## config.mk

```make
export PLATFORM = sky130hd
export DESIGN_NAME = clipped_line_pixel_stepper
export DESIGN_NICKNAME = d
export VERILOG_FILES = /design/src/sv/lps_pkg.sv /design/src/sv/lps_front.sv /design/src/sv/lps_queue.sv /design/src/sv/lps_back.sv /design/src/sv/clipped_line_pixel_stepper.sv
export SDC_FILE = /design/constraint.sdc
export NUM_CORES = 1
export LEC_CHECK = 0
export BUFFER_PORTS_ARGS = -buffer_cell sky130_fd_sc_hd__buf_4
export CORE_MARGIN = 3
export CORE_UTILIZATION = 50
export CTS_CLUSTER_SIZE = 12
export DETAILED_ROUTE_END_ITERATION = 12
export HOLD_SLACK_MARGIN = 0.05
export PLACE_DENSITY = 0.77
export SETUP_SLACK_MARGIN = 0.1
export SKIP_LAST_GASP = 1
export SLEW_MARGIN = 5
export SYNTH_ARGS = -nofsm -noshare
export SYNTH_HDL_FRONTEND = slang
export SYNTH_HIERARCHICAL = 1
export SYNTH_SLANG_ARGS = --single-unit
```

## constraint.sdc

```tcl
create_clock -name clock -period 10.01 [get_ports clock]
set_input_delay 0.5005 -clock clock [delete_from_list [all_inputs] [get_ports clock]]
set_output_delay 0.5005 -clock clock [all_outputs]
set_load 0.01 [all_outputs]
```

## src/sv/lps_pkg.sv

```systemverilog
// ============================================================================
// Line pixel stepper package
// Shared sizes, opcodes and the pixel record passed from front to back.
// ============================================================================
`timescale 1ns / 1ps
`default_nettype none

package lps_pkg;

   localparam int COORD_BITS  = 16;
   localparam int MAX_DIM     = 4096;
   localparam int DELTA_BITS  = COORD_BITS + 1;
   localparam int ERR_BITS    = COORD_BITS + 2;
   localparam int CFG_BITS    = 13;
   localparam int INDEX_BITS  = 24;
   localparam int COLOR_BITS  = 32;
   localparam int QUEUE_DEPTH = 4;
   localparam int CSR_IDX_BITS = 1;

   typedef enum logic {
      OP_START = 1'b0,
      OP_STEP  = 1'b1
   } op_type;

   localparam logic [CSR_IDX_BITS-1:0] CSR_WIN_WIDTH  = 1'b0;
   localparam logic [CSR_IDX_BITS-1:0] CSR_WIN_HEIGHT = 1'b1;

   localparam logic [CFG_BITS-1:0] WIN_WIDTH_RESET  = 13'd640;
   localparam logic [CFG_BITS-1:0] WIN_HEIGHT_RESET = 13'd480;

   typedef struct packed {
      logic signed [COORD_BITS-1:0] x;
      logic signed [COORD_BITS-1:0] y;
      logic                         last;
      logic [COLOR_BITS-1:0]        color;
   } pix_type;

   typedef struct packed {
      logic full;
      logic empty;
   } q_status_type;

endpackage

`default_nettype wire

```

## src/sv/lps_front.sv

```systemverilog
// ============================================================================
// Line pixel stepper front end
// Accepts start and step beats, runs the Bresenham recurrence and queues
// each emitted pixel.
// ============================================================================
`timescale 1ns / 1ps
`default_nettype none

module lps_front (
   input  wire logic                                 clock,
   input  wire logic                                 reset,
   input  wire logic                                 req_valid,
   output logic                                      req_stall,
   input  wire lps_pkg::op_type                      req_op,
   input  wire logic signed [lps_pkg::COORD_BITS-1:0] req_x_start,
   input  wire logic signed [lps_pkg::COORD_BITS-1:0] req_y_start,
   input  wire logic signed [lps_pkg::COORD_BITS-1:0] req_x_end,
   input  wire logic signed [lps_pkg::COORD_BITS-1:0] req_y_end,
   input  wire logic [lps_pkg::COLOR_BITS-1:0]       req_line_color,
   input  wire lps_pkg::q_status_type                q_status,
   output logic                                      q_push,
   output lps_pkg::pix_type                          q_push_pix
);
   import lps_pkg::*;

   logic signed [COORD_BITS-1:0] cur_x_ff, cur_x_in;
   logic signed [COORD_BITS-1:0] cur_y_ff, cur_y_in;
   logic signed [COORD_BITS-1:0] goal_x_ff, goal_x_in;
   logic signed [COORD_BITS-1:0] goal_y_ff, goal_y_in;
   logic [DELTA_BITS-1:0]        delta_x_ff, delta_x_in;
   logic [DELTA_BITS-1:0]        delta_y_ff, delta_y_in;
   logic                         step_x_neg_ff, step_x_neg_in;
   logic                         step_y_neg_ff, step_y_neg_in;
   logic signed [ERR_BITS-1:0]   error_term_ff, error_term_in;
   logic [COLOR_BITS-1:0]        held_color_ff, held_color_in;
   logic                         active_ff, active_in;

   logic                         accept;
   logic                         is_start;
   logic signed [DELTA_BITS-1:0] dx_s, dy_s;
   logic [DELTA_BITS-1:0]        adx, ady;
   logic signed [ERR_BITS:0]     e2;
   logic signed [ERR_BITS:0]     neg_dy;
   logic signed [ERR_BITS:0]     pos_dx;
   logic                         move_x, move_y;
   logic signed [ERR_BITS:0]     err_wide;
   logic signed [COORD_BITS-1:0] inc_x, inc_y;
   logic                         at_goal;

   localparam logic [COORD_BITS-1:0] ONE   = {{(COORD_BITS-1){1'b0}}, 1'b1};
   localparam logic [COORD_BITS-1:0] M_ONE = {COORD_BITS{1'b1}};

   assign req_stall = q_status.full;
   assign accept    = req_valid && !req_stall;
   assign is_start  = (req_op == OP_START);

   always_comb begin
      dx_s = {req_x_end[COORD_BITS-1], req_x_end} - {req_x_start[COORD_BITS-1], req_x_start};
      dy_s = {req_y_end[COORD_BITS-1], req_y_end} - {req_y_start[COORD_BITS-1], req_y_start};
      adx  = dx_s[DELTA_BITS-1] ? (~dx_s + ONE[0]) : dx_s;
      ady  = dy_s[DELTA_BITS-1] ? (~dy_s + ONE[0]) : dy_s;

      e2     = {error_term_ff, 1'b0};
      neg_dy = -$signed({2'b00, delta_y_ff});
      pos_dx = $signed({2'b00, delta_x_ff});
      move_x = (e2 > neg_dy);
      move_y = (e2 < pos_dx);
      err_wide = {error_term_ff[ERR_BITS-1], error_term_ff}
               - (move_x ? $signed({2'b00, delta_y_ff}) : '0)
               + (move_y ? pos_dx : '0);
      inc_x = step_x_neg_ff ? M_ONE : ONE;
      inc_y = step_y_neg_ff ? M_ONE : ONE;

      cur_x_in      = cur_x_ff;
      cur_y_in      = cur_y_ff;
      goal_x_in     = goal_x_ff;
      goal_y_in     = goal_y_ff;
      delta_x_in    = delta_x_ff;
      delta_y_in    = delta_y_ff;
      step_x_neg_in = step_x_neg_ff;
      step_y_neg_in = step_y_neg_ff;
      error_term_in = error_term_ff;
      held_color_in = held_color_ff;

      if (is_start) begin
         cur_x_in      = req_x_start;
         cur_y_in      = req_y_start;
         goal_x_in     = req_x_end;
         goal_y_in     = req_y_end;
         delta_x_in    = adx;
         delta_y_in    = ady;
         step_x_neg_in = dx_s[DELTA_BITS-1] || (dx_s == '0);
         step_y_neg_in = dy_s[DELTA_BITS-1] || (dy_s == '0);
         error_term_in = $signed({1'b0, adx}) - $signed({1'b0, ady});
         held_color_in = req_line_color;
      end else begin
         if (move_x) begin
            cur_x_in = cur_x_ff + inc_x;
         end
         if (move_y) begin
            cur_y_in = cur_y_ff + inc_y;
         end
         error_term_in = err_wide[ERR_BITS-1:0];
      end

      at_goal   = (cur_x_in == goal_x_in) && (cur_y_in == goal_y_in);
      q_push    = accept && (is_start || active_ff);
      active_in = !at_goal;

      q_push_pix.x     = cur_x_in;
      q_push_pix.y     = cur_y_in;
      q_push_pix.last  = at_goal;
      q_push_pix.color = held_color_in;
   end

   always_ff @(posedge clock) begin
      if (reset) begin
         cur_x_ff      <= '0;
         cur_y_ff      <= '0;
         goal_x_ff     <= '0;
         goal_y_ff     <= '0;
         delta_x_ff    <= '0;
         delta_y_ff    <= '0;
         step_x_neg_ff <= 1'b0;
         step_y_neg_ff <= 1'b0;
         error_term_ff <= '0;
         held_color_ff <= '0;
         active_ff     <= 1'b0;
      end else if (q_push) begin
         cur_x_ff      <= cur_x_in;
         cur_y_ff      <= cur_y_in;
         goal_x_ff     <= goal_x_in;
         goal_y_ff     <= goal_y_in;
         delta_x_ff    <= delta_x_in;
         delta_y_ff    <= delta_y_in;
         step_x_neg_ff <= step_x_neg_in;
         step_y_neg_ff <= step_y_neg_in;
         error_term_ff <= error_term_in;
         held_color_ff <= held_color_in;
         active_ff     <= active_in;
      end
   end

   a_no_step_when_idle: assert property (@(posedge clock) disable iff (reset)
      (accept && !is_start && !active_ff) |-> !q_push)
      else $error("A step beat without an active line produced a pixel.");

   a_last_ends_line: assert property (@(posedge clock) disable iff (reset)
      (q_push && q_push_pix.last) |=> !active_ff)
      else $error("The line stayed active after its end point was emitted.");

endmodule

`default_nettype wire

```

## src/sv/lps_queue.sv

```systemverilog
// ============================================================================
// Line pixel stepper queue
// Short first-in first-out buffer that decouples the stepper from the
// clipping and output stage.
// ============================================================================
`timescale 1ns / 1ps
`default_nettype none

module lps_queue (
   input  wire logic                  clock,
   input  wire logic                  reset,
   input  wire logic                  push,
   input  wire lps_pkg::pix_type      push_pix,
   input  wire logic                  pop,
   output lps_pkg::pix_type           head_pix,
   output lps_pkg::q_status_type      status
);
   import lps_pkg::*;

   localparam int PTR_BITS = $clog2(QUEUE_DEPTH);
   localparam int CNT_BITS = $clog2(QUEUE_DEPTH + 1);
   localparam logic [CNT_BITS-1:0] DEPTH_CNT = CNT_BITS'(QUEUE_DEPTH);
   localparam logic [PTR_BITS-1:0] LAST_PTR  = PTR_BITS'(QUEUE_DEPTH - 1);

   pix_type               mem [QUEUE_DEPTH];
   logic [PTR_BITS-1:0]   wr_ptr_ff, wr_ptr_in;
   logic [PTR_BITS-1:0]   rd_ptr_ff, rd_ptr_in;
   logic [CNT_BITS-1:0]   count_ff, count_in;

   always_comb begin
      status.full  = (count_ff == DEPTH_CNT);
      status.empty = (count_ff == '0);
      head_pix     = mem[rd_ptr_ff];
      wr_ptr_in    = wr_ptr_ff;
      rd_ptr_in    = rd_ptr_ff;
      count_in     = count_ff;
      if (push) begin
         wr_ptr_in = (wr_ptr_ff == LAST_PTR) ? '0 : wr_ptr_ff + 1'b1;
      end
      if (pop) begin
         rd_ptr_in = (rd_ptr_ff == LAST_PTR) ? '0 : rd_ptr_ff + 1'b1;
      end
      if (push && !pop) begin
         count_in = count_ff + 1'b1;
      end else if (pop && !push) begin
         count_in = count_ff - 1'b1;
      end
   end

   always_ff @(posedge clock) begin
      if (push) begin
         mem[wr_ptr_ff] <= push_pix;
      end
   end

   always_ff @(posedge clock) begin
      if (reset) begin
         wr_ptr_ff <= '0;
         rd_ptr_ff <= '0;
         count_ff  <= '0;
      end else begin
         wr_ptr_ff <= wr_ptr_in;
         rd_ptr_ff <= rd_ptr_in;
         count_ff  <= count_in;
      end
   end

   a_no_overflow: assert property (@(posedge clock) disable iff (reset)
      !(push && status.full))
      else $error("A pixel was pushed into a full queue.");

   a_no_underflow: assert property (@(posedge clock) disable iff (reset)
      !(pop && status.empty))
      else $error("A pixel was popped from an empty queue.");

endmodule

`default_nettype wire

```

## src/sv/lps_back.sv

```systemverilog
// ============================================================================
// Line pixel stepper back end
// Holds the window registers, clips each queued pixel, forms its linear
// index and presents it on the result port.
// ============================================================================
`timescale 1ns / 1ps
`default_nettype none

module lps_back (
   input  wire logic                                 clock,
   input  wire logic                                 reset,
   input  wire logic                                 csr_write,
   input  wire logic [lps_pkg::CSR_IDX_BITS-1:0]     csr_index,
   input  wire logic [lps_pkg::CFG_BITS-1:0]         csr_data,
   input  wire lps_pkg::q_status_type                q_status,
   input  wire lps_pkg::pix_type                     q_head_pix,
   output logic                                      q_pop,
   output logic                                      rsp_valid,
   input  wire logic                                 rsp_stall,
   output logic signed [lps_pkg::COORD_BITS-1:0]     rsp_pix_x,
   output logic signed [lps_pkg::COORD_BITS-1:0]     rsp_pix_y,
   output logic                                      rsp_inside_res,
   output logic [lps_pkg::INDEX_BITS-1:0]            rsp_pix_index,
   output logic [lps_pkg::COLOR_BITS-1:0]            rsp_pix_color,
   output logic                                      rsp_last
);
   import lps_pkg::*;

   localparam int WIDE = 33;
   localparam int DIM_CAP_INT = (MAX_DIM > (2 ** CFG_BITS) - 1) ? (2 ** CFG_BITS) - 1 : MAX_DIM;
   localparam logic [CFG_BITS-1:0] DIM_CAP = CFG_BITS'(DIM_CAP_INT);

   logic [CFG_BITS-1:0]          win_width_ff;
   logic [CFG_BITS-1:0]          win_height_ff;

   logic                         valid_ff;
   logic signed [COORD_BITS-1:0] pix_x_ff, pix_y_ff;
   logic                         inside_ff, inside_in;
   logic [INDEX_BITS-1:0]        index_ff, index_in;
   logic [COLOR_BITS-1:0]        color_ff;
   logic                         last_ff;

   logic [CFG_BITS-1:0]          w_eff, h_eff;
   logic [WIDE-1:0]              x_wide, y_wide;
   logic [2*CFG_BITS-1:0]        prod;
   logic [2*CFG_BITS-1:0]        sum;

   always_comb begin
      w_eff  = (win_width_ff  > DIM_CAP) ? DIM_CAP : win_width_ff;
      h_eff  = (win_height_ff > DIM_CAP) ? DIM_CAP : win_height_ff;
      x_wide = {{(WIDE-COORD_BITS){q_head_pix.x[COORD_BITS-1]}}, q_head_pix.x};
      y_wide = {{(WIDE-COORD_BITS){q_head_pix.y[COORD_BITS-1]}}, q_head_pix.y};
      inside_in = !x_wide[WIDE-1] && (x_wide < {{(WIDE-CFG_BITS){1'b0}}, w_eff})
               && !y_wide[WIDE-1] && (y_wide < {{(WIDE-CFG_BITS){1'b0}}, h_eff});
      prod     = y_wide[CFG_BITS-1:0] * w_eff;
      sum      = prod + {{CFG_BITS{1'b0}}, x_wide[CFG_BITS-1:0]};
      index_in = inside_in ? sum[INDEX_BITS-1:0] : '0;
      q_pop    = !q_status.empty && (!valid_ff || !rsp_stall);
   end

   always_ff @(posedge clock) begin
      if (reset) begin
         win_width_ff  <= WIN_WIDTH_RESET;
         win_height_ff <= WIN_HEIGHT_RESET;
      end else if (csr_write) begin
         unique case (csr_index)
            CSR_WIN_WIDTH:  win_width_ff  <= csr_data;
            CSR_WIN_HEIGHT: win_height_ff <= csr_data;
            default:        win_width_ff  <= win_width_ff;
         endcase
      end
   end

   always_ff @(posedge clock) begin
      if (reset) begin
         valid_ff <= 1'b0;
      end else if (q_pop) begin
         valid_ff <= 1'b1;
      end else if (!rsp_stall) begin
         valid_ff <= 1'b0;
      end
   end

   always_ff @(posedge clock) begin
      if (q_pop) begin
         pix_x_ff  <= q_head_pix.x;
         pix_y_ff  <= q_head_pix.y;
         inside_ff <= inside_in;
         index_ff  <= index_in;
         color_ff  <= q_head_pix.color;
         last_ff   <= q_head_pix.last;
      end
   end

   assign rsp_valid      = valid_ff;
   assign rsp_pix_x      = pix_x_ff;
   assign rsp_pix_y      = pix_y_ff;
   assign rsp_inside_res = inside_ff;
   assign rsp_pix_index  = index_ff;
   assign rsp_pix_color  = color_ff;
   assign rsp_last       = last_ff;

   a_outside_index_zero: assert property (@(posedge clock) disable iff (reset)
      (valid_ff && !inside_ff) |-> (index_ff == '0))
      else $error("A pixel outside the window carries a nonzero index.");

endmodule

`default_nettype wire

```

## src/sv/clipped_line_pixel_stepper.sv

```systemverilog
// ============================================================================
// Clipped line pixel stepper
// Bresenham line generator, one pixel per request beat, clipped to a window.
// ============================================================================
// A start beat loads both endpoints and the color and returns the first
// pixel; each step beat returns the next pixel, and a step beat with no line
// in progress returns nothing. The block takes one beat per cycle while req_stall
// is low: the error recurrence in the front stage is combinational, and the clipping
// multiply sits in the output stage behind a four-entry queue, so a pixel
// passes through a queue entry and then the output register. req_stall
// rises only while that queue is full. Window registers are written through
// the csr port, which is always ready, and should change only while idle.
`timescale 1ns / 1ps
`default_nettype none

module clipped_line_pixel_stepper (
   input  wire logic                                 clock,
   input  wire logic                                 reset,
   input  wire logic                                 req_valid,
   output logic                                      req_stall,
   input  wire lps_pkg::op_type                      req_op,
   input  wire logic signed [lps_pkg::COORD_BITS-1:0] req_x_start,
   input  wire logic signed [lps_pkg::COORD_BITS-1:0] req_y_start,
   input  wire logic signed [lps_pkg::COORD_BITS-1:0] req_x_end,
   input  wire logic signed [lps_pkg::COORD_BITS-1:0] req_y_end,
   input  wire logic [lps_pkg::COLOR_BITS-1:0]       req_line_color,
   output logic                                      rsp_valid,
   input  wire logic                                 rsp_stall,
   output logic signed [lps_pkg::COORD_BITS-1:0]     rsp_pix_x,
   output logic signed [lps_pkg::COORD_BITS-1:0]     rsp_pix_y,
   output logic                                      rsp_inside_res,
   output logic [lps_pkg::INDEX_BITS-1:0]            rsp_pix_index,
   output logic [lps_pkg::COLOR_BITS-1:0]            rsp_pix_color,
   output logic                                      rsp_last,
   input  wire logic                                 csr_valid,
   output logic                                      csr_ready,
   input  wire logic [lps_pkg::CSR_IDX_BITS-1:0]     csr_index,
   input  wire logic [lps_pkg::CFG_BITS-1:0]         csr_data
);
   import lps_pkg::*;

   q_status_type q_status;
   pix_type      q_push_pix;
   pix_type      q_head_pix;
   logic         q_push;
   logic         q_pop;
   logic         csr_write;

   assign csr_ready = 1'b1;
   assign csr_write = csr_valid && csr_ready;

   lps_front u_front (
      .clock          (clock),
      .reset          (reset),
      .req_valid      (req_valid),
      .req_stall      (req_stall),
      .req_op         (req_op),
      .req_x_start    (req_x_start),
      .req_y_start    (req_y_start),
      .req_x_end      (req_x_end),
      .req_y_end      (req_y_end),
      .req_line_color (req_line_color),
      .q_status       (q_status),
      .q_push         (q_push),
      .q_push_pix     (q_push_pix)
   );

   lps_queue u_queue (
      .clock    (clock),
      .reset    (reset),
      .push     (q_push),
      .push_pix (q_push_pix),
      .pop      (q_pop),
      .head_pix (q_head_pix),
      .status   (q_status)
   );

   lps_back u_back (
      .clock          (clock),
      .reset          (reset),
      .csr_write      (csr_write),
      .csr_index      (csr_index),
      .csr_data       (csr_data),
      .q_status       (q_status),
      .q_head_pix     (q_head_pix),
      .q_pop          (q_pop),
      .rsp_valid      (rsp_valid),
      .rsp_stall      (rsp_stall),
      .rsp_pix_x      (rsp_pix_x),
      .rsp_pix_y      (rsp_pix_y),
      .rsp_inside_res (rsp_inside_res),
      .rsp_pix_index  (rsp_pix_index),
      .rsp_pix_color  (rsp_pix_color),
      .rsp_last       (rsp_last)
   );

endmodule

`default_nettype wire
```

==> results.py <==
metrics = {
    "timing": {
        "tightest_slew_ns": 1.18,
        "rsz0062_at_grt": "no",
        "slew_viol_final": 0,
        "period_needed_ns": 7.80,
        "final.setup.tns_ns": 0,
        "slew_headroom_pct": 21.1,
        "max_freq_mhz": 128,
        "hold_violations": 0,
        "fin_crit_sh_pct": 78.0,
        "clock_skew_ns": 0.0564,
        "setup_viol": 0,
        "setup_ws_ns": 2.21,
    },
    "power": {
        "max-vdd-ir-drop_mv": 0.358,
        "p_leak_nw": 15.9,
        "powerDensity_nw_per_um2": 296,
    },
    "global_route": {
        "grt_start_max_net_pins": 79,
        "grt_usage_pct": 24.2,
        "antenna_found_initial": 0,
        "grt_pass1_vias": 25149,
        "grt_pass1_wl_um": 140000,
        "grt_overflow": 0,
    },
    "layout": {
        "multi_input_area_um2": 18600,
        "final_common_cell": "nand2_1",
        "fin_nets": 3973,
        "drive_above_1_share_pct": 14.2,
        "final_cell_mix": "nand2_1 (432), edfxtp_1 (350), inv_1 (319)",
        "layout.cells.non_filler": 4441,
        "regArea_um2": 14300,
        "nFillCells": 5802,
        "final_core_util_pct": 56.6,
        "area_growth_syn_to_layout_pct": 11.8,
        "fin_area_um2": 38900,
    },
    "clock_tree": {
        "path_clk_slew_ns": 0.06,
        "htree_levels": 2,
        "cts_sinks": 537,
        "postCtsSetupBuffers": 0,
        "cts-root-buf": "clkbuf_16",
        "cts_resized": 0,
        "hold_buffers": 0,
        "cts_tree": "done",
        "clockBufferDepth": 3,
        "clk_latency_ns": 0.65,
        "numCtsBuffers": 56,
    },
    "setup_path": {
        "startpoint_type": "register",
        "crit_start": "u_front/delta_y_ff[2]",
        "worst-r2r-setup-slack_ns": 2.21,
        "worstReg2RegEnd": "u_front/error_term_ff[15]",
        "setup.worst_path.end": "u_front/error_term_ff[15]",
        "crit_buf_inv": 1,
        "ff2ff_path_depth": 27,
        "critical_path_arrival_ns": 8.35,
        "worstPathRequired_ns": 10.55,
        "cp_max_fo": 26,
        "cp-end-kind": "register",
        "crit_cells": 27,
        "critPathKind": "reg2reg",
        "critical_path.reg2reg.startpoint": "u_front/delta_y_ff[2]",
        "slowest_stage": "o211ai_4",
        "cp_top_family": "simple AND/OR/NAND/NOR gates",
        "cpPeakStageDelay_ns": 0.64,
    },
    "placed_design": {
        "gp_congestion": 0.933,
        "dpl.hpwl_um": 64100,
        "pre_cts_ws_ns": 2.34,
        "dpl_cell_area_um2": 37100,
        "place_inst": 4337,
        "port_buffers": 207,
    },
    "synth": {
        "synth-seq-cells": 537,
        "netlist_area_um2": 34800,
        "synth_edf_count": 350,
        "syn_area_per_cell_um2": 10.5,
        "ys_warn_count": 6,
        "ys_seq_area_share_pct": 41.0,
        "synth.top_cell.area_share_pct": 30.2,
        "yosys.area.top_type": "edfxtp_1",
        "syn_inst": 3309,
        "syn-num-nets": 3818,
        "synthArstFlopShare_pct": 0,
        "synth_area_leaders": "edfxtp_1 (30%), dfxtp_1 (11%), fa_1 (8.8%)",
        "synth_cell_types": 106,
        "synth_flop_cell": "edfxtp_1",
    },
    "outcome": {
        "outcome": "completed",
    },
    "route": {
        "vias": 25364,
        "first_pass_iters": 6,
        "post_drt_wl_per_cell_um": 20.0,
        "drtIter0Drc": 2278,
        "ant_nets": 0,
        "via_per_inst": 5.71,
        "drc": 0,
        "wirelength_um": 88900,
    },
    "worst_hold_path": {
        "min_path_type": "in2reg",
    },
    "die": {
        "core_um2": 68700,
        "die_w_um": 270,
        "start_util_pct": 50.6,
        "dieArea_um2": 72700,
        "num_rows": 96,
        "die_y_um": 270,
        "io_pins": 209,
    },
    "run": {
        "max_cap_violations": 0,
    },
}
## worst min path at each step
stage / startpoint / endpoint / slack [ns] / cells after the start
final: req_x_end[7] / u_front/goal_x_ff[7] / 0.12 / 3
after global routing: csr_data[9] / u_back/win_width_ff[9] / 0.12 / 3
after CTS: csr_data[6] / u_back/win_height_ff[6] / 0.1 / 3
after detailed placement: u_back/win_width_ff[8] / u_back/win_width_ff[8] / 0.44 / 2
after global placement: u_front/held_color_ff[27] / u_front/held_color_ff[27] / 0.44 / 2
after floorplan: u_back/win_height_ff[0] / u_back/win_height_ff[0] / 0.43 / 2
## power breakdown
part,switching [mW],internal [mW]
clock network,0.869,1.17
registers,0.229,2.86
logic,3.79,2.60
## area by class of cell
| cell class | instances | share of cell area [%] |
|---|---|---|
| Clock buffer | 82 | 3.96 |
| Sequential cell | 537 | 36.7 |
| Multi-Input combinational cell | 2312 | 48.0 |
| Antenna cell | 1 | 0.00644 |
| Tap cell | 931 | 3.00 |
| Timing Repair Buffer | 237 | 4.60 |
| Clock inverter | 21 | 0.673 |
| Inverter | 320 | 3.09 |
## routing by layer
layer	vias to the layer above	global-route usage, %	part of all wire (%)
met2	913	40.4	48
met4	0	9.52	4.1
met5	-	0	0
li1	11911	-	-
met3	202	3.14	5.9
met1	12338	32.3	42
## tightest hold or removal path: cells and delay by family
kind	cells	cell delay, ns
AOI/OAI and AO/OA	1	0.05
buffers and inverters	1	0.12
and+or+nand+nor	1	0.05
## flip-flops by register name, indices dropped and copies added (netlist names), 2 cells and up, named ones only
register               count
u_back/rsp_pix_color      32
u_back/rsp_pix_index      24
u_back/rsp_pix_x          16
u_back/rsp_pix_y          16
u_back/win_height_ff      13
u_back/win_width_ff       13
u_front/cur_x_ff          16
u_front/cur_y_ff          16
u_front/delta_x_ff        17
u_front/delta_y_ff        17
u_front/error_term_ff     18
u_front/goal_x_ff         16
u_front/goal_y_ff         16
u_front/held_color_ff     32
u_queue/count_ff           3
u_queue/mem              260
u_queue/rd_ptr_ff          2
u_queue/wr_ptr_ff          2
## stage by stage
step | power [mW] | hold slack, ns
after floorplan | 7.80 | 0.432
after global placement | 9.36 | 0.439
after detailed placement | 9.45 | 0.444
after CTS | 11.6 | 0.0977
after global routing | 12.4 | 0.116
final | 11.5 | 0.125
## Yosys cell counts, types with 19 or more instances
library cell and number:
and2_1 102, nor3_1 53, xor2_1 78, and3_1 26, nand2_1 433, a211oi_1 56
or3_1 19, xnor2_1 90, a21o_1 42, nor2b_1 28, inv_1 320, mux2i_1 23
o21a_1 25, nand3_1 41, nor2_1 187, ha_1 241, a21oi_1 217, mux4_2 65
clkbuf_1 93, fa_1 152, mux2_2 33, o21ai_0 77, dfxtp_1 187, a31oi_1 19
edfxtp_1 350
## kinds of logic (layout without fill, tap and decap cells)
logic type / after synthesis / after routing / share of synthesized area, %
and+or+nand+nor: 1009 / 1009 / 13.8
AOI/OAI and AO/OA: 619 / 619 / 12.1
DFF: 537 / 537 / 41.0
buffers and inverters: 460 / 660 / 5.48
adders and majority gates: 393 / 393 / 17.4
xor gates and xnor gates: 169 / 169 / 4.28
muxes: 121 / 121 / 5.94
other: 1 / 2 / 0.0108
Power figures use the tool's default switching activity.
